<file path="config.mk">
export PLATFORM = sky130hd
export DESIGN_NAME = spq_cell
export DESIGN_NICKNAME = d
export VERILOG_FILES = /design/src/spq_pkg.sv /design/src/spq_cell.sv
export SDC_FILE = /design/constraint.sdc
export NUM_CORES = 1
export LEC_CHECK = 0
export BUFFER_PORTS_ARGS = -buffer_cell sky130_fd_sc_hd__buf_2
export CAP_MARGIN = 20
export CORE_ASPECT_RATIO = 1.2
export CORE_MARGIN = 1.5
export CORE_UTILIZATION = 46
export DETAILED_ROUTE_END_ITERATION = 16
export GPL_TIMING_DRIVEN = 0
export PLACE_DENSITY = 0.8
export RECOVER_POWER = 50
export SLEW_MARGIN = 20
export SYNTH_ARGS = -nofsm -noshare
export SYNTH_HDL_FRONTEND = slang
export SYNTH_SLANG_ARGS = --single-unit
export TNS_END_PERCENT = 1
</file>
<file path="constraint.sdc">
create_clock -name clk -period 6.9 [get_ports clk]
set_clock_uncertainty 0.1 [all_clocks]
set_input_delay 0.69 -clock clk [delete_from_list [all_inputs] [get_ports clk]]
set_output_delay 0.69 -clock clk [all_outputs]
set_load 0.05 [all_outputs]
</file>
<file path="src/spq_pkg.sv">
// ----------------------------------------------------------------------------
// spq_pkg
// Shared types and constants for the score/position priority queue.
// ----------------------------------------------------------------------------
package spq_pkg;

  // operation codes
  localparam logic CMD_PUSH = 1'b0;
  localparam logic CMD_POP  = 1'b1;

  localparam int KEY_W   = 64;
  localparam int FIELD_W = 32;
  localparam int CNT_W   = 11;
  localparam int LIMIT_W = 11;

  // score sign flip and position inversion used to build the packed key
  localparam logic [FIELD_W-1:0] SCORE_FLIP = 32'h8000_0000;
  localparam logic [FIELD_W-1:0] POS_MAX    = 32'hffff_ffff;

  localparam logic [LIMIT_W-1:0] LIMIT_RESET = 11'd1024;

  typedef logic [KEY_W-1:0] key_t;

  typedef struct packed {
    logic                      cmd;
    logic signed [FIELD_W-1:0] entry_score;
    logic        [FIELD_W-1:0] entry_position;
  } in_item_t;

  typedef struct packed {
    logic signed [FIELD_W-1:0] top_score;
    logic        [FIELD_W-1:0] top_position;
    logic        [CNT_W-1:0]   entry_count;
    logic                      is_empty;
    logic                      op_ignored;
  } out_item_t;

  // broadcast to every cell in the chain
  typedef struct packed {
    logic push;
    logic pop;
    key_t key;
  } cell_ctl_t;

  // key with higher score first, then smaller position, as unsigned order
  function automatic key_t make_key(logic [FIELD_W-1:0] score_bits,
                                    logic [FIELD_W-1:0] pos);
    make_key = {score_bits ^ SCORE_FLIP, POS_MAX - pos};
  endfunction

endpackage

</file>
<file path="src/spq_cell.sv">
// ----------------------------------------------------------------------------
// spq_cell
// One slot of the sorted register chain: holds a key, compares it against
// the broadcast key, and shifts right on insert or left on removal.
// ----------------------------------------------------------------------------
module spq_cell
  import spq_pkg::*;
(
  input  logic      clk,
  input  cell_ctl_t ctl,
  input  logic      occupied,
  input  key_t      left_key,
  input  logic      left_gt,
  input  key_t      right_key,
  output key_t      key,
  output logic      gt
);

  key_t key_r;
  key_t key_nxt;

  // new key beats this slot (an empty slot loses to anything)
  assign gt  = !occupied || (ctl.key > key_r);
  assign key = key_r;

  // insert shifts larger-side neighbor in, removal pulls the right neighbor
  always_comb begin
    key_nxt = key_r;
    priority if (ctl.push) begin
      priority if (left_gt) begin
        key_nxt = left_key;
      end else if (gt) begin
        key_nxt = ctl.key;
      end else begin
        key_nxt = key_r;
      end
    end else if (ctl.pop) begin
      key_nxt = right_key;
    end else begin
      key_nxt = key_r;
    end
  end

  always_ff @(posedge clk) begin
    key_r <= key_nxt;
  end

endmodule

</file>
==> results.md <==
- Pwr/cell area: 206 mW/mm^2
- Vias per cell: 5.33
- Register area: 0.00192 mm^2
- Seq/Total Area, Yosys: 39.5%
- Detailed-route via count: 4875
- Post-synth EDFFs: 64
- Tot GR Track Use: 25.6%
- Initial antenna violation count: 0
- Final WL: 14500 um
- First-pass GRT wire length: 22800 um
- Share of cells above drive strength 1: 27.9%
- Synth Register Bits: 64
- Clock Latency Late Sink: 330 ps
- Vias in the first global route: 4956
- Hold Path Depth: 3
- Setup slack, reg-to-reg: 3570 ps
- Die width: 96.9 um
- Avg Cell Area, Syn: 9.52 um^2
- Routed wl met3: 844 um
- CP required: 6110 ps
- Max Root-Sink Buffers: 2
- TritonCTS Buffers: 9
- Yosys warning count: 0
- Crit end category: primary output
- CP Depth: 9
- Total grt overflow: 0
- Area Overhead vs Synth: 35.2%
- P_leak: 3.35 nW
- I/O pin count: 262
- Status: complete, no violations
- Max-slew headroom: 49.9%
- Per-cell routed wire length: 15.9 um
- First-pass DRT Iterations: 5
- Crit path top cell by count: buf_2
- Post-DP Area: 0.00640 mm^2
- RSZ-0062 raised after global routing: no
- Top layer in use: met4
- Critical R2R Launch: key[49]$_DFFE_PP_
- Max IR drop VDD: 0.125 mV
- Critical path buffer and inverter count: 2
- Largest net degree at the start of global routing: 24
- Fraction of the mapped netlist area in adder cells: 16.5%
- Die Height: 116 um
- CTS HTree Levels: 3
- Post-synth ARST share: 0%
- Resized Gates After CTS: 0
- Min-Delay Path Class: input pin to flop
- CTS Hold Bufs: 0
- Postcts setup bufs: 0
- Slew Viols, Final: 0
- Max incr delay on CP: 550 ps
- PortBufs: 260
- Delay-heaviest family, CP: simple AND/OR/NAND/NOR gates
- Largest family of logic cells by synthesized area: adder cells
- Most common flop cell mapped by yosys: edfxtp_1
- Worst-path clk slew: 50 ps
- Row count: 40
- Iter 0 DRT Violations: 194
- Worst Path Max Fanout: 4
- CP max-delay cell: or4b_4
- Antenna-violating nets left: 0
- CTS tree: yes
- Final Cycle Share: 54.5%
- Achievable Freq: 266 MHz
- Die Footprint: 0.0112 mm^2
- Core Region: 0.0102 mm^2
- CP cell instances: buf_2 > ha_1 > nand4_2 > nor4_2 > or4b_4 > o22ai_1 > a211oi_1 > o21ai_1 > buf_2
- Hold endpoint: key[63]$_DFFE_PP_
- # diodes: 0
- Fill count: 885
- RR Endpoint: key[33]$_DFFE_PP_
- Worst-case reg-to-reg path depth: 10
- Setup Crit Path Kind: input pin to primary output
- Max-cap violations: 0
- Post-synthesis mux area share: 13.2%
- Hold_sp: right_key[63]
- Final setup viols: 0
- Clk sinks: 64
- Yosys cell types: 32
- Final GP Congestion: 0.887
- Gate Count Post-Synth: 511
- Crit path DAT: 2970 ps
- # DRC: 0
- DR WL met2: 7830 um
- Worst Setup Start Kind: input pin
- Synth Area in XOR/XNOR: 0%
- Area of the multi-input gates: 0.00262 mm^2
- Design area: 0.00658 mm^2
- Worst Max-Slew Pin Slew: 751 ps
- Synth Area in Simple Gates: 11.0%
- Max FFs per register: 64
- Core Util, Final: 64.7%
- Wire length on met1: 5520 um
- Final Hold Vio Count: 0
- Initial core utilization: 47.9%
- Clk Tree Root Cell: clkbuf_16
- Cell Area, Synth: 0.00486 mm^2
- Syn Nets: 772
- Tmin final: 3760 ps
- DP HPWL: 12100 um
- Fin nets: 1046
- Post-synthesis compound-gate area fraction: 13.1%
==> cells by family (layout without fill, tap and decap cells) <==
kind of cell / after synthesis / in the layout
adder cells (fa/ha/maj): 64 / 64
AND/OR/NAND/NOR: 116 / 116
multiplexers: 64 / 64
flip-flops: 64 / 64
buffers and inverters: 87 / 365
AO/OA/AOI/OAI: 116 / 116
==> layout by cell type, fill, tap and decap left out, types with 2 or more instances in the layout <==
master | synthesis | final
a211oi_1 | 3 | 3
a21o_1 | 3 | 3
a21oi_1 | 90 | 89
a221oi_1 | 4 | 4
and4_1 | 3 | 3
buf_1 | 12 | 10
buf_16 | 0 | 2
buf_2 | 2 | 197
clkbuf_1 | 7 | 74
clkbuf_16 | 0 | 9
clkinv_1 | 0 | 2
clkinv_2 | 0 | 4
edfxtp_1 | 64 | 64
ha_1 | 64 | 64
inv_1 | 66 | 66
mux2i_1 | 64 | 64
nand2_1 | 22 | 22
nand3_1 | 6 | 6
nand4_1 | 6 | 6
nand4_2 | 2 | 2
nor2_1 | 71 | 71
o21a_1 | 2 | 2
o21ai_0 | 7 | 7
==> final cells by class <==
type | count | share of cell area [%]
inverters | 66 | 3.77
repair buffers | 263 | 19.6
clock inverters | 6 | 0.419
well taps | 126 | 2.40
clock buffers | 9 | 3.43
flip-flops and latches | 64 | 29.2
multi-input cells | 360 | 39.9
plain buffers | 21 | 1.24
==> metrics by stage <==
step | power (mW) | setup TNS (ps) | hold WS [ps] | worst slack (ps) | cells
4_1_cts | 1.37 | 0 | 571 | 3130 | 915
3_3_place_gp | 0.952 | -52990 | 906 | -831 | 897
2_1_floorplan | 0.814 | 0 | 816 | 986 | 511
6_report | 1.36 | 0 | 580 | 3140 | 915
3_5_place_dp | 0.973 | 0 | 913 | 3140 | 900
5_1_grt | 1.42 | 0 | 589 | 3010 | 915
==> cells in the mapped netlist (all sizes together) (4+ instances only) <==
master,count,share of area (%)
nor2,71,5.5
mux2i,64,13
clkbuf,7,0.54
nand4,8,1.3
nand2,22,1.7
edfxtp,64,40
inv,66,5.1
o21ai,8,0.82
buf,14,1.1
a21oi,90,9.3
nand3,6,0.62
a221oi,4,0.72
ha,64,16
==> worst max-delay path by stage <==
stage	start	to	slack, ps
finish	ctl[49]	gt	3140
CTS	ctl[33]	gt	3130
detailed placement	ctl[33]	gt	3140
global placement	ctl[51]	key[48]$_DFFE_PP_	-830
global route	ctl[54]	gt	3010
floorplan	key[51]$_DFFE_PP_	key[0]$_DFFE_PP_	990
==> worst register-to-register path, delay by kind of cell, from the launching register on <==
kind,cells,cell delay [ps]
flip-flops,1,360
adder cells (fa/ha/maj),1,320
AND/OR/NAND/NOR,3,1020
buffers and inverters,3,470
AO/OA/AOI/OAI,3,750
==> report_power, final <==
group | leakage [nW] | internal, mW | switching, mW
combinational | 2.59 | 0.150 | 0.308
sequential | 0.633 | 0.479 | 0.0204
clock | 0.130 | 0.235 | 0.163
==> routing by layer <==
layer / vias to the layer above / track usage (%)
li1: 2374 / -
met1: 2269 / 28.5
met2: 203 / 48.4
met3: 29 / 4.10
met4: 0 / 11.6
met5: - / 0
Power figures use the tool's default switching activity.
